==> src/rtl/core/mfud_pkg.sv <==
// ----------------------------------------------------------------------------
// mfud_pkg: shared constants for the market feed unit deframer
// Field widths, register indexes, event codes and header byte positions.
// ----------------------------------------------------------------------------
package mfud_pkg;

    localparam int MAX_FRAME_BYTES = 65536;
    localparam int POS_W           = $clog2(MAX_FRAME_BYTES);
    localparam int OFF_W           = 10;
    localparam int CMP_W           = (POS_W > OFF_W) ? POS_W : OFF_W;
    localparam int CFG_DATA_W      = 10;
    localparam int SEQ_W           = 32;
    localparam int MSEQ_W          = 33;

    localparam logic [OFF_W-1:0] OFFSET_RESET  = 10'd42;
    localparam logic [7:0]       UNIT_RESET    = 8'd1;

    localparam logic CFG_HEADER_OFFSET = 1'b0;
    localparam logic CFG_UNIT_ID       = 1'b1;

    localparam logic [1:0] EV_PAYLOAD = 2'd0;
    localparam logic [1:0] EV_GAP     = 2'd1;
    localparam logic [1:0] EV_BAD_LEN = 2'd2;

    localparam logic [2:0] HDR_COUNT_POS = 3'd2;
    localparam logic [2:0] HDR_UNIT_POS  = 3'd3;
    localparam logic [2:0] HDR_SEQ0_POS  = 3'd4;
    localparam logic [2:0] HDR_SEQ1_POS  = 3'd5;
    localparam logic [2:0] HDR_SEQ2_POS  = 3'd6;
    localparam logic [2:0] HDR_SEQ3_POS  = 3'd7;
    localparam int         HDR_BYTES     = 8;

    localparam logic [7:0] MIN_MSG_LEN   = 8'd2;
    localparam logic [8:0] LEN_OVERHEAD  = 9'd3;

endpackage

==> src/rtl/core/market_feed_unit_deframer_top.sv <==
// ----------------------------------------------------------------------------
// market_feed_unit_deframer_top: sequenced-unit header deframer
// Skips the link header, checks the unit header and splits the frame body
// into messages, tagging each payload byte with type and sequence numbers.
//
//   channel   direction  ports
//   s_        in         s_valid s_ready s_frame_byte s_frame_end
//   m_        out        m_valid m_ready m_event_res .. m_expected_seq
//   cfg_      in         cfg_wr_en cfg_wr_index cfg_wr_data
//
// one byte per cycle while results are taken: an input register feeds one pass
// of frame logic into the result register
// bytes with no result never wait for the result register
// a stalled result still lets one more byte into the input register
// synchronous active-low reset, no clearing pass
// ----------------------------------------------------------------------------
module market_feed_unit_deframer_top (
    input  logic                             aclk,
    input  logic                             aresetn,
    input  logic                             cfg_wr_en,
    input  logic                             cfg_wr_index,
    input  logic [mfud_pkg::CFG_DATA_W-1:0]  cfg_wr_data,
    input  logic                             s_valid,
    output logic                             s_ready,
    input  logic [7:0]                       s_frame_byte,
    input  logic                             s_frame_end,
    output logic                             m_valid,
    input  logic                             m_ready,
    output logic [1:0]                       m_event_res,
    output logic [7:0]                       m_data_byte,
    output logic [7:0]                       m_type_byte,
    output logic [mfud_pkg::SEQ_W-1:0]       m_packet_seq,
    output logic [mfud_pkg::MSEQ_W-1:0]      m_msg_seq,
    output logic                             m_first_of_message,
    output logic                             m_last_of_message,
    output logic [mfud_pkg::MSEQ_W-1:0]      m_expected_seq
);

    typedef enum logic [2:0] {
        PH_SKIP, PH_HDR, PH_LEN, PH_TYPE, PH_PAY, PH_DONE
    } phase_t;

    logic [mfud_pkg::OFF_W-1:0]  header_offset_reg;
    logic [7:0]                  unit_id_reg;

    logic                        in_valid_reg;
    logic [7:0]                  in_byte_reg;
    logic                        in_end_reg;

    phase_t                      phase_reg, phase_next;
    logic [mfud_pkg::POS_W-1:0]  frame_pos_reg, frame_pos_next;
    logic [mfud_pkg::SEQ_W-1:0]  hdr_seq_reg, hdr_seq_next;
    logic [7:0]                  hdr_count_reg, hdr_count_next;
    logic [7:0]                  hdr_unit_reg, hdr_unit_next;
    logic [7:0]                  msgs_left_reg, msgs_left_next;
    logic [7:0]                  msg_len_reg, msg_len_next;
    logic [7:0]                  msg_byte_idx_reg, msg_byte_idx_next;
    logic [7:0]                  cur_type_reg, cur_type_next;
    logic [mfud_pkg::MSEQ_W-1:0] msg_seq_reg, msg_seq_next;
    logic [mfud_pkg::MSEQ_W-1:0] next_expected_reg, next_expected_next;
    logic                        dropping_reg, dropping_next;

    logic                        m_valid_reg;
    logic [1:0]                  m_event_reg;
    logic [7:0]                  m_data_reg;
    logic [7:0]                  m_type_reg;
    logic [mfud_pkg::SEQ_W-1:0]  m_pseq_reg;
    logic [mfud_pkg::MSEQ_W-1:0] m_mseq_reg;
    logic                        m_first_reg;
    logic                        m_last_reg;
    logic [mfud_pkg::MSEQ_W-1:0] m_exp_reg;

    logic                        res_valid;
    logic [1:0]                  res_event;
    logic [7:0]                  res_data;
    logic [7:0]                  res_type;
    logic [mfud_pkg::MSEQ_W-1:0] res_mseq;
    logic                        res_first;
    logic                        res_last;
    logic [mfud_pkg::MSEQ_W-1:0] res_exp;

    logic                        advance;
    logic                        msg_done;
    logic                        pay_last;
    logic [mfud_pkg::CMP_W-1:0]  pos_ext;
    logic [mfud_pkg::CMP_W-1:0]  off_ext;
    logic [mfud_pkg::CMP_W-1:0]  rel;

    assign advance = in_valid_reg && (!res_valid || !m_valid_reg || m_ready);
    assign s_ready = !in_valid_reg || advance;

    assign pos_ext  = mfud_pkg::CMP_W'(frame_pos_reg);
    assign off_ext  = mfud_pkg::CMP_W'(header_offset_reg);
    assign rel      = pos_ext - off_ext;
    assign pay_last = ({1'b0, msg_byte_idx_reg} + mfud_pkg::LEN_OVERHEAD)
                      == {1'b0, msg_len_reg};

    always_comb begin
        phase_next         = phase_reg;
        frame_pos_next     = frame_pos_reg;
        hdr_seq_next       = hdr_seq_reg;
        hdr_count_next     = hdr_count_reg;
        hdr_unit_next      = hdr_unit_reg;
        msgs_left_next     = msgs_left_reg;
        msg_len_next       = msg_len_reg;
        msg_byte_idx_next  = msg_byte_idx_reg;
        cur_type_next      = cur_type_reg;
        msg_seq_next       = msg_seq_reg;
        next_expected_next = next_expected_reg;
        dropping_next      = dropping_reg;
        msg_done           = 1'b0;
        res_valid          = 1'b0;
        res_event          = mfud_pkg::EV_PAYLOAD;
        res_data           = '0;
        res_type           = '0;
        res_mseq           = '0;
        res_first          = 1'b0;
        res_last           = 1'b0;
        res_exp            = '0;

        if (!dropping_reg && phase_reg != PH_DONE) begin
            if (frame_pos_reg == mfud_pkg::POS_W'(mfud_pkg::MAX_FRAME_BYTES - 1)) begin
                dropping_next = 1'b1;
            end else begin
                frame_pos_next = frame_pos_reg + 1'b1;
            end

            case (phase_reg)
                PH_SKIP, PH_HDR: begin
                    if (pos_ext < off_ext) begin
                        phase_next = PH_SKIP;
                    end else begin
                        phase_next = PH_HDR;
                        if (rel >= mfud_pkg::CMP_W'(mfud_pkg::HDR_BYTES)) begin
                            dropping_next = 1'b1;
                        end else begin
                            case (rel[2:0])
                                mfud_pkg::HDR_COUNT_POS: hdr_count_next = in_byte_reg;
                                mfud_pkg::HDR_UNIT_POS:  hdr_unit_next  = in_byte_reg;
                                mfud_pkg::HDR_SEQ0_POS:  hdr_seq_next   = {24'd0, in_byte_reg};
                                mfud_pkg::HDR_SEQ1_POS:
                                    hdr_seq_next = hdr_seq_reg | {16'd0, in_byte_reg, 8'd0};
                                mfud_pkg::HDR_SEQ2_POS:
                                    hdr_seq_next = hdr_seq_reg | {8'd0, in_byte_reg, 16'd0};
                                mfud_pkg::HDR_SEQ3_POS:
                                    hdr_seq_next = hdr_seq_reg | {in_byte_reg, 24'd0};
                                default: ;
                            endcase
                            if (rel[2:0] == mfud_pkg::HDR_SEQ3_POS) begin
                                if (hdr_unit_next != unit_id_reg || hdr_seq_next == '0 ||
                                    hdr_count_next == '0) begin
                                    dropping_next = 1'b1;
                                end else begin
                                    if (next_expected_reg != '0 &&
                                        {1'b0, hdr_seq_next} != next_expected_reg &&
                                        hdr_seq_next != mfud_pkg::SEQ_W'(1)) begin
                                        res_valid = 1'b1;
                                        res_event = mfud_pkg::EV_GAP;
                                        res_exp   = next_expected_reg;
                                    end
                                    next_expected_next = {1'b0, hdr_seq_next}
                                                         + {25'd0, hdr_count_next};
                                    msgs_left_next     = hdr_count_next;
                                    msg_seq_next       = {1'b0, hdr_seq_next};
                                    phase_next         = PH_LEN;
                                end
                            end
                        end
                    end
                end
                PH_LEN: begin
                    if (in_byte_reg < mfud_pkg::MIN_MSG_LEN) begin
                        res_valid     = 1'b1;
                        res_event     = mfud_pkg::EV_BAD_LEN;
                        res_mseq      = msg_seq_reg;
                        dropping_next = 1'b1;
                    end else begin
                        msg_len_next = in_byte_reg;
                        phase_next   = PH_TYPE;
                    end
                end
                PH_TYPE: begin
                    cur_type_next = in_byte_reg;
                    if (msg_len_reg == mfud_pkg::MIN_MSG_LEN) begin
                        msg_done = 1'b1;
                    end else begin
                        msg_byte_idx_next = '0;
                        phase_next        = PH_PAY;
                    end
                end
                PH_PAY: begin
                    res_valid         = 1'b1;
                    res_event         = mfud_pkg::EV_PAYLOAD;
                    res_data          = in_byte_reg;
                    res_type          = cur_type_reg;
                    res_mseq          = msg_seq_reg;
                    res_first         = (msg_byte_idx_reg == '0);
                    res_last          = pay_last;
                    msg_byte_idx_next = msg_byte_idx_reg + 1'b1;
                    msg_done          = pay_last;
                end
                default: ;
            endcase

            if (msg_done) begin
                msgs_left_next = msgs_left_reg - 1'b1;
                if (msgs_left_reg == 8'd1) begin
                    phase_next = PH_DONE;
                end else begin
                    msg_seq_next = msg_seq_reg + 1'b1;
                    phase_next   = PH_LEN;
                end
            end
        end

        if (in_end_reg) begin
            frame_pos_next = '0;
            phase_next     = PH_SKIP;
            dropping_next  = 1'b0;
        end
    end

    always_ff @(posedge aclk) begin
        if (!aresetn) begin
            header_offset_reg <= mfud_pkg::OFFSET_RESET;
            unit_id_reg       <= mfud_pkg::UNIT_RESET;
        end else if (cfg_wr_en) begin
            case (cfg_wr_index)
                mfud_pkg::CFG_HEADER_OFFSET: header_offset_reg <= cfg_wr_data;
                mfud_pkg::CFG_UNIT_ID:       unit_id_reg <= cfg_wr_data[7:0];
                default: ;
            endcase
        end
    end

    always_ff @(posedge aclk) begin
        if (!aresetn) begin
            in_valid_reg <= 1'b0;
        end else if (s_ready) begin
            in_valid_reg <= s_valid;
        end
        if (s_ready && s_valid) begin
            in_byte_reg <= s_frame_byte;
            in_end_reg  <= s_frame_end;
        end
    end

    always_ff @(posedge aclk) begin
        if (!aresetn) begin
            phase_reg         <= PH_SKIP;
            frame_pos_reg     <= '0;
            hdr_seq_reg       <= '0;
            hdr_count_reg     <= '0;
            hdr_unit_reg      <= '0;
            msgs_left_reg     <= '0;
            msg_len_reg       <= '0;
            msg_byte_idx_reg  <= '0;
            cur_type_reg      <= '0;
            msg_seq_reg       <= '0;
            next_expected_reg <= '0;
            dropping_reg      <= 1'b0;
        end else if (advance) begin
            phase_reg         <= phase_next;
            frame_pos_reg     <= frame_pos_next;
            hdr_seq_reg       <= hdr_seq_next;
            hdr_count_reg     <= hdr_count_next;
            hdr_unit_reg      <= hdr_unit_next;
            msgs_left_reg     <= msgs_left_next;
            msg_len_reg       <= msg_len_next;
            msg_byte_idx_reg  <= msg_byte_idx_next;
            cur_type_reg      <= cur_type_next;
            msg_seq_reg       <= msg_seq_next;
            next_expected_reg <= next_expected_next;
            dropping_reg      <= dropping_next;
        end
    end

    always_ff @(posedge aclk) begin
        if (!aresetn) begin
            m_valid_reg <= 1'b0;
        end else if (advance && res_valid) begin
            m_valid_reg <= 1'b1;
        end else if (m_ready) begin
            m_valid_reg <= 1'b0;
        end
        if (advance && res_valid) begin
            m_event_reg <= res_event;
            m_data_reg  <= res_data;
            m_type_reg  <= res_type;
            m_pseq_reg  <= hdr_seq_next;
            m_mseq_reg  <= res_mseq;
            m_first_reg <= res_first;
            m_last_reg  <= res_last;
            m_exp_reg   <= res_exp;
        end
    end

    assign m_valid            = m_valid_reg;
    assign m_event_res        = m_event_reg;
    assign m_data_byte        = m_data_reg;
    assign m_type_byte        = m_type_reg;
    assign m_packet_seq       = m_pseq_reg;
    assign m_msg_seq          = m_mseq_reg;
    assign m_first_of_message = m_first_reg;
    assign m_last_of_message  = m_last_reg;
    assign m_expected_seq     = m_exp_reg;

    // payload phase always has a message outstanding
    assert property (@(posedge aclk) disable iff (!aresetn)
        phase_reg == PH_PAY |-> msgs_left_reg != '0)
        else $error("payload phase with no messages left");

    // gap transfer carries a nonzero expected sequence and no message sequence
    assert property (@(posedge aclk) disable iff (!aresetn)
        m_valid && m_event_res == mfud_pkg::EV_GAP |-> m_expected_seq != '0 && m_msg_seq == '0)
        else $error("gap transfer with bad sequence fields");

    // only payload transfers carry data and message markers
    assert property (@(posedge aclk) disable iff (!aresetn)
        m_valid && m_event_res != mfud_pkg::EV_PAYLOAD |->
            !m_first_of_message && !m_last_of_message && m_data_byte == '0 && m_type_byte == '0)
        else $error("non-payload transfer with payload fields");

endmodule

==> config.mk <==
export PLATFORM = sky130hd
export DESIGN_NAME = market_feed_unit_deframer_top
export DESIGN_NICKNAME = d
export VERILOG_FILES = /design/src/rtl/core/mfud_pkg.sv /design/src/rtl/core/market_feed_unit_deframer_top.sv
export SDC_FILE = /design/constraint.sdc
export NUM_CORES = 1
export LEC_CHECK = 0
export BUFFER_PORTS_ARGS = -buffer_cell sky130_fd_sc_hd__buf_4
export CAP_MARGIN = 0
export CORE_UTILIZATION = 60
export CTS_BUF_LIST = sky130_fd_sc_hd__clkbuf_8 sky130_fd_sc_hd__clkbuf_16
export DETAILED_ROUTE_END_ITERATION = 12
export GPL_TIMING_DRIVEN = 0
export HOLD_SLACK_MARGIN = 0.1
export PLACE_DENSITY = 0.8
export SKIP_LAST_GASP = 1
export SYNTH_ARGS = -nofsm -noshare
export SYNTH_HDL_FRONTEND = slang
export SYNTH_SLANG_ARGS = --single-unit
==> constraint.sdc <==
create_clock -name aclk -period 9.2 [get_ports aclk]
set_input_delay 0.92 -clock aclk [delete_from_list [all_inputs] [get_ports aclk]]
set_output_delay 0.92 -clock aclk [all_outputs]
set_load 0.02 [all_outputs]
==> results.sh, run 1 <==
export IMPL_ant_nets=0
export IMPL_holdBufCountCts=0
export IMPL_place_hpwl_mm=48.3
export IMPL_min_period_ns=7.07
export IMPL_synth_edf_count=127
export IMPL_peakVddDrop_uv=128
export IMPL_initial_core_util_pct=61.3
export IMPL_firstDrtPassIters=10
export IMPL_coreArea_sq_um=27900
export IMPL_synth_avg_cell_area_sq_um=8.74
export IMPL_layout_commonest_cell="nand2_1"
export IMPL_dp_slack_ns=2.36
export IMPL_worst_pin_slew_ns=1.21
export IMPL_endpoint_kind="flop"
export IMPL_fin_nets=2192
export IMPL_cp_required_ns=9.37
export IMPL_layout_common_cells="nand2_1 (241), dfxtp_1 (186), buf_4 (146)"
export IMPL_drcViolationCount=0
export IMPL_cts_setup_buffers=0
export IMPL_clk_pin_slew_ns=0.06
export IMPL_via_per_inst=6.90
export IMPL_cp_cell_sequence="inv_1, ha_1, inv_1, fa_1, buf_2, buf_1, nor3_1, o21ai_0, o22ai_1, or4_1, nor4_4, o31ai_2, o21ai_2, and2_1, clkbuf_1, and3_4, buf_16"
export IMPL_ys_seq_area_share_pct=44.0
export IMPL_placedCellCount=2483
export IMPL_netlist_area_sq_um=17100
export IMPL_ys_seq_elements=313
export IMPL_grt_usage_pct=43.2
export IMPL_fillers=2173
export IMPL_period_share_pct=76.9
export IMPL_leakagePower_nw=7.72
export IMPL_max_cap_violations=0
export IMPL_setup_violations=0
export IMPL_path_delay_family="simple AND/OR/NAND/NOR gates"
export IMPL_syn_inst=1961
export IMPL_slowest_delay_ns=0.81
export IMPL_postSynth_asyncResetShare_pct=0
export IMPL_die_width_microns=171
export IMPL_die_area_sq_um=29200
export IMPL_routabilityCongestion=1.03
export IMPL_crit_top_cell="inv_1"
export IMPL_io_pins=145
export IMPL_final_seq_area_sq_um=7540
export IMPL_clock_fmax_ghz=0.141
export IMPL_wl_per_cell_microns=25.1
export IMPL_ys_types=86
export IMPL_power_density_nw_per_um2=162
export IMPL_critPathKind="flop to flop"
export IMPL_drive_above_1_share_pct=12.3
export IMPL_io_buffers=143
export IMPL_synth_main_ff_cell="dfxtp_1"
export IMPL_synth_nets=2012
export IMPL_outcome="finished clean"
export IMPL_postPlaceCellArea_sq_um=18700
export IMPL_grt_pass1_vias=15892
export IMPL_max_slew_margin_pct=19.3
export IMPL_cts_root_buffer="clkbuf_16"
export IMPL_drt_initial_drc_count=2874
export IMPL_cts_sinks=313
export IMPL_multi_input_comb_area_sq_um=8840
export IMPL_holdWs_ns=0.454
export IMPL_drt_wl_total_mm=64.0
export IMPL_worstSkewPairLatency_ns=0.53
export IMPL_vias=17548
export IMPL_rows=61
export IMPL_slew_viol_final=0
export IMPL_path_buf_inv=6
export IMPL_path_max_fanout=76
export IMPL_clockBufferDepth=3
export IMPL_grt_start_max_net_pins=77
export IMPL_synth_warnings=0
export IMPL_final_cells=2545
export IMPL_startpoint_type="flop"
export IMPL_worst_slack_ns=2.13
export IMPL_critical_path_slowest_cell="o21ai_0"
export IMPL_arrival_ns=7.25
export IMPL_hold_viol=0
export IMPL_tns_ns=0
export IMPL_overflow=0
export IMPL_rsz0062_at_grt="false"
export IMPL_grt_pass1_wl_mm=94.8
export IMPL_syn_to_final_growth_pct=15.8
export IMPL_htree_levels=2
export IMPL_hp_class="flop to flop"
export IMPL_cts_tree="built"
export IMPL_numCtsBuffers=34
export IMPL_die_y_microns=171
export IMPL_cts_repair_resized=0
export IMPL_antenna_found_initial=0
export IMPL_fin_worst_skew_ns=0.0190
export IMPL_finalInstanceArea_sq_um=19800
routing by layer:
metal  wire length [microns]  share of wire, %  vias to the layer above  track usage [%]
met5                       0                 0                        -                0
met4                    3520               5.5                        0             21.0
met3                    8930                14                      276             11.8
met2                   26800                42                     1409             63.1
met1                   24700                39                     8231             58.9
li1                        -                 -                     7632                -
final timing paths:
check	slack, ns	start	depth (start not counted)	end
max	2.13	frame_pos_reg[0]$_SDFFE_PN0P_	17	m_event_res[0]$_SDFFCE_PN0P_
min	0.45	header_offset_reg[4]$_SDFFE_PN0P_	2	header_offset_reg[4]$_SDFFE_PN0P_
max reg2reg	2.13	frame_pos_reg[0]$_SDFFE_PN0P_	17	m_event_res[0]$_SDFFCE_PN0P_
min reg2reg	0.45	header_offset_reg[4]$_SDFFE_PN0P_	2	header_offset_reg[4]$_SDFFE_PN0P_
synth_stat cells, types with 13 or more instances:
library cell	count	area share (%)
a21oi_1	92	2.7
a211oi_1	23	1.0
dfxtp_1	186	22
nor2_1	116	2.5
nand4_1	64	2.3
nor3_1	69	2.0
or2_2	17	0.62
o21ai_0	109	3.2
ha_1	24	1.8
or3_1	13	0.47
o211ai_1	18	0.79
and3_1	62	2.3
mux2i_1	41	2.4
and2_1	63	2.3
mux2_2	15	0.99
nand2b_1	14	0.51
nand3_1	81	2.4
nand2_1	241	5.3
nor2b_1	24	0.88
inv_1	65	1.4
o22ai_1	16	0.58
a31oi_1	45	1.6
xor2_1	22	1.1
a311oi_1	13	0.66
edfxtp_1	127	22
nor4_1	42	1.5
clkbuf_1	104	2.3
xnor2_1	31	1.6
a21o_1	16	0.70
o31ai_1	17	0.74
cells by family after synthesis:
| kind of cell | Yosys count | share of synthesized area (%) |
|---|---|---|
| flops | 313 | 44.0 |
| compound gates | 460 | 17.7 |
| buf+inv | 196 | 4.45 |
| xor+xnor | 53 | 2.71 |
| simple gates | 856 | 25.6 |
| fa+ha+maj | 26 | 1.99 |
| mux | 57 | 3.51 |
worst reg2reg max path, cell delays in order, from the launching register on:
cell	delay (ns)
dfxtp_1	0.37
inv_1	0.08
ha_1	0.16
inv_1	0.05
fa_1	0.69
buf_2	0.35
buf_1	0.45
nor3_1	0.19
o21ai_0	0.81
o22ai_1	0.14
or4_1	0.47
nor4_4	0.54
o31ai_2	0.19
o21ai_2	0.25
and2_1	0.33
clkbuf_1	0.47
and3_4	0.73
buf_16	0.40
final cells by class:
class                   count  share of cell area [%]
multi-input cells        1452                    44.5
flip-flops and latches    313                    38.0
repair buffers            144                    5.55
clock buffers              39                    4.75
plain buffers             130                    2.59
well taps                 378                    2.38
inverters                  66                    1.25
clock inverters            22                   0.952
diodes                      1                  0.0126
through the flow:
| stage | utilization [%] | power [mW] |
|---|---|---|
| floorplan | - | 1.69 |
| global placement | 66.9 | 1.83 |
| detailed placement | 67.0 | 1.83 |
| CTS | 71.0 | 3.18 |
| global route | 71.0 | 3.27 |
| finish | 71.1 | 3.22 |
report_power, final:
group          switching [mW]  leakage, nW  internal [mW]
registers             0.00726         2.88           1.44
logic                   0.282         4.25         0.0972
clock network           0.575        0.584          0.819
(Power assumes the default switching activity.)
==> inputs of run 2 (changes only) <==
--- a/config.mk
+++ b/config.mk
@@ -7,12 +7,12 @@
 export LEC_CHECK = 0
 export BUFFER_PORTS_ARGS = -buffer_cell sky130_fd_sc_hd__buf_4
 export CAP_MARGIN = 0
-export CORE_UTILIZATION = 60
+export CORE_UTILIZATION = 55
 export CTS_BUF_LIST = sky130_fd_sc_hd__clkbuf_8 sky130_fd_sc_hd__clkbuf_16
 export DETAILED_ROUTE_END_ITERATION = 12
 export GPL_TIMING_DRIVEN = 0
 export HOLD_SLACK_MARGIN = 0.1
-export PLACE_DENSITY = 0.8
+export PLACE_DENSITY = 0.77
 export SKIP_LAST_GASP = 1
 export SYNTH_ARGS = -nofsm -noshare
 export SYNTH_HDL_FRONTEND = slang
==> constraint.sdc (replaced) <==
create_clock -name aclk -period 6.5 [get_ports aclk]
set_input_delay 0.65 -clock aclk [delete_from_list [all_inputs] [get_ports aclk]]
set_output_delay 0.65 -clock aclk [all_outputs]
set_load 0.02 [all_outputs]
==> results.sh, run 2 (synthesis gave the netlist of run 1 again) <==
export IMPL_outcome="finished with violations"
export IMPL_violations="negative setup slack"
export IMPL_clockBufferDepth=3
export IMPL_worstReg2RegEnd="in_byte_reg[3]$_DFFE_PP_"
export IMPL_cts_sinks=313
export IMPL_grt_usage_pct=40.1
export IMPL_critPathKind="flop to output port"
export IMPL_drcViolationCount=0
export IMPL_drt_initial_drc_count=2467
export IMPL_grt_start_max_net_pins=76
export IMPL_hp_class="input pin to flop"
export IMPL_max_cap_violations=0
export IMPL_grt_pass1_wl_mm=95.3
export IMPL_startpoint_type="flop"
export IMPL_critPathLaunch="frame_pos_reg[0]$_SDFFE_PN0P_"
export IMPL_peakVddDrop_uv=223
export IMPL_hold_viol=0
export IMPL_vias=17292
export IMPL_worst_r2r_cell_count=15
export IMPL_htree_levels=2
export IMPL_worst_slack_ns=-0.184
export IMPL_leakagePower_nw=7.81
export IMPL_cts_tree="built"
export IMPL_routabilityCongestion=1.02
export IMPL_clk_pin_slew_ns=0.06
export IMPL_firstDrtPassIters=7
export IMPL_finalInstanceArea_sq_um=20000
export IMPL_via_per_inst=6.73
export IMPL_path_max_fanout=10
export IMPL_max_slew_margin_pct=8.39
export IMPL_die_width_microns=179
export IMPL_endpoint_kind="output port"
export IMPL_holdBufCountCts=0
export IMPL_ant_nets=0
export IMPL_final_cells=2569
export IMPL_numCtsBuffers=35
export IMPL_arrival_ns=6.03
export IMPL_clock_fmax_ghz=0.150
export IMPL_overflow=0
export IMPL_postPlaceCellArea_sq_um=18700
export IMPL_die_y_microns=179
export IMPL_antenna_found_initial=1
export IMPL_die_area_sq_um=31900
export IMPL_worstSkewPairLatency_ns=0.53
export IMPL_grt_pass1_vias=15586
export IMPL_holdWs_ns=0.302
export IMPL_fin_worst_skew_ns=0.0138
export IMPL_wl_per_cell_microns=25.2
export IMPL_min_delay_worst_endpoint="in_byte_reg[1]$_DFFE_PP_"
export IMPL_place_hpwl_mm=48.6
export IMPL_io_pins=145
export IMPL_hold_path_cell_count=1
export IMPL_diodes=0
export IMPL_layout_common_cells="nand2_1 (241), dfxtp_1 (186), buf_4 (148)"
export IMPL_slew_viol_final=0
export IMPL_holdCritStartpoint="s_frame_byte[1]"
export IMPL_coreArea_sq_um=30600
export IMPL_cp_required_ns=5.85
export IMPL_power_mw=4.62
export IMPL_setup_violations=10
export IMPL_min_period_ns=6.68
export IMPL_rsz0062_at_grt="true"
export IMPL_initial_core_util_pct=56.0
export IMPL_reg2reg_slack_ns=-0.06
export IMPL_drt_wl_total_mm=64.7
export IMPL_worst_pin_slew_ns=1.37
export IMPL_drive_above_1_share_pct=12.8
export IMPL_layout_commonest_cell="nand2_1"
export IMPL_syn_to_final_growth_pct=16.7
export IMPL_final_core_util_pct=65.4
export IMPL_worstReg2RegStart="frame_pos_reg[0]$_SDFFE_PN0P_"
export IMPL_fin_nets=2197
export IMPL_placedCellCount=2501
export IMPL_rows=64
export IMPL_period_share_pct=103
export IMPL_cts_root_buffer="clkbuf_16"
export IMPL_power_density_nw_per_um2=231
export IMPL_io_buffers=143
## run 2: changes by cell type in the layout (fill, tap and decap cells not counted), sizes merged, moves of 2 or more
cell / delta
and3: +2
buf: +2
clkbuf: +3
clkinv: +2
clkinvlp: -2
## run 2: critical path, stage by stage, from the launching register on
cell	delay, ns
dfxtp_1	0.37
inv_1	0.09
ha_1	0.18
inv_1	0.08
fa_1	0.47
xnor2_1	0.51
nor2_1	0.14
buf_2	0.23
nor2_1	0.96
nor4_1	0.19
nand3_1	0.25
o211a_2	0.33
nand2_1	0.25
o21ai_0	0.84
and4_1	0.38
inv_1	0.07
buf_4	0.16
## run 2: layer usage
| metal | vias to the layer above | part of all wire (%) | GRT usage, % |
|---|---|---|---|
| met5 | - | 0 | 0 |
| met1 | 8322 | 42 | 55.8 |
| met3 | 184 | 12 | 10.3 |
| met2 | 1145 | 42 | 58.4 |
| li1 | 7641 | - | - |
| met4 | 0 | 4.5 | 17.1 |
## run 2: metrics by stage
stage | setup WS [ns] | TNS [ns]
after floorplan | 0.683 | 0
after global placement | -1.31 | -151.53
after detailed placement | -0.211 | -15.21
after CTS | 0.0779 | 0
after global routing | -0.0770 | -0.484
final | -0.184 | -0.698
## run 2: layout make-up
type,count,area (sq um)
clock buffers,42,995
fillers,2522,10600
plain buffers,130,515
inverters,66,248
repair buffers,146,1120
well taps,396,495
flip-flops and latches,313,7540
multi-input cells,1454,8890
clock inverters,22,196
## run 2: repair_timing
item / in CTS / in global routing
pin swaps: 1 / 0
gates resized for setup: 4 / 5
setup buffers: 0 / 2
endpoints found under the setup margin: 82 / 81
hold endpoints to repair: 0 / 0
cloned: 1 / 1
## run 2: worst max path at each step
| stage | to | slack [ns] | cells past startpoint |
|---|---|---|---|
| 3_5_place_dp | m_packet_seq[15]$_DFFE_PP_ | -0.21 | 17 |
| 2_1_floorplan | m_data_byte[0]$_SDFFCE_PN0P_ | 0.68 | 17 |
| 5_1_grt | s_ready | -0.08 | 16 |
| 4_1_cts | m_packet_seq[19]$_DFFE_PP_ | 0.08 | 18 |
| 6_report | s_ready | -0.18 | 16 |
| 3_3_place_gp | m_packet_seq[14]$_DFFE_PP_ | -1.31 | 16 |
## run 2: power by group
group / leakage [nW] / internal [mW] / switching (mW)
clock: 0.610 / 1.19 / 0.849
combinational: 4.28 / 0.138 / 0.394
sequential: 2.93 / 2.04 / 0.0105
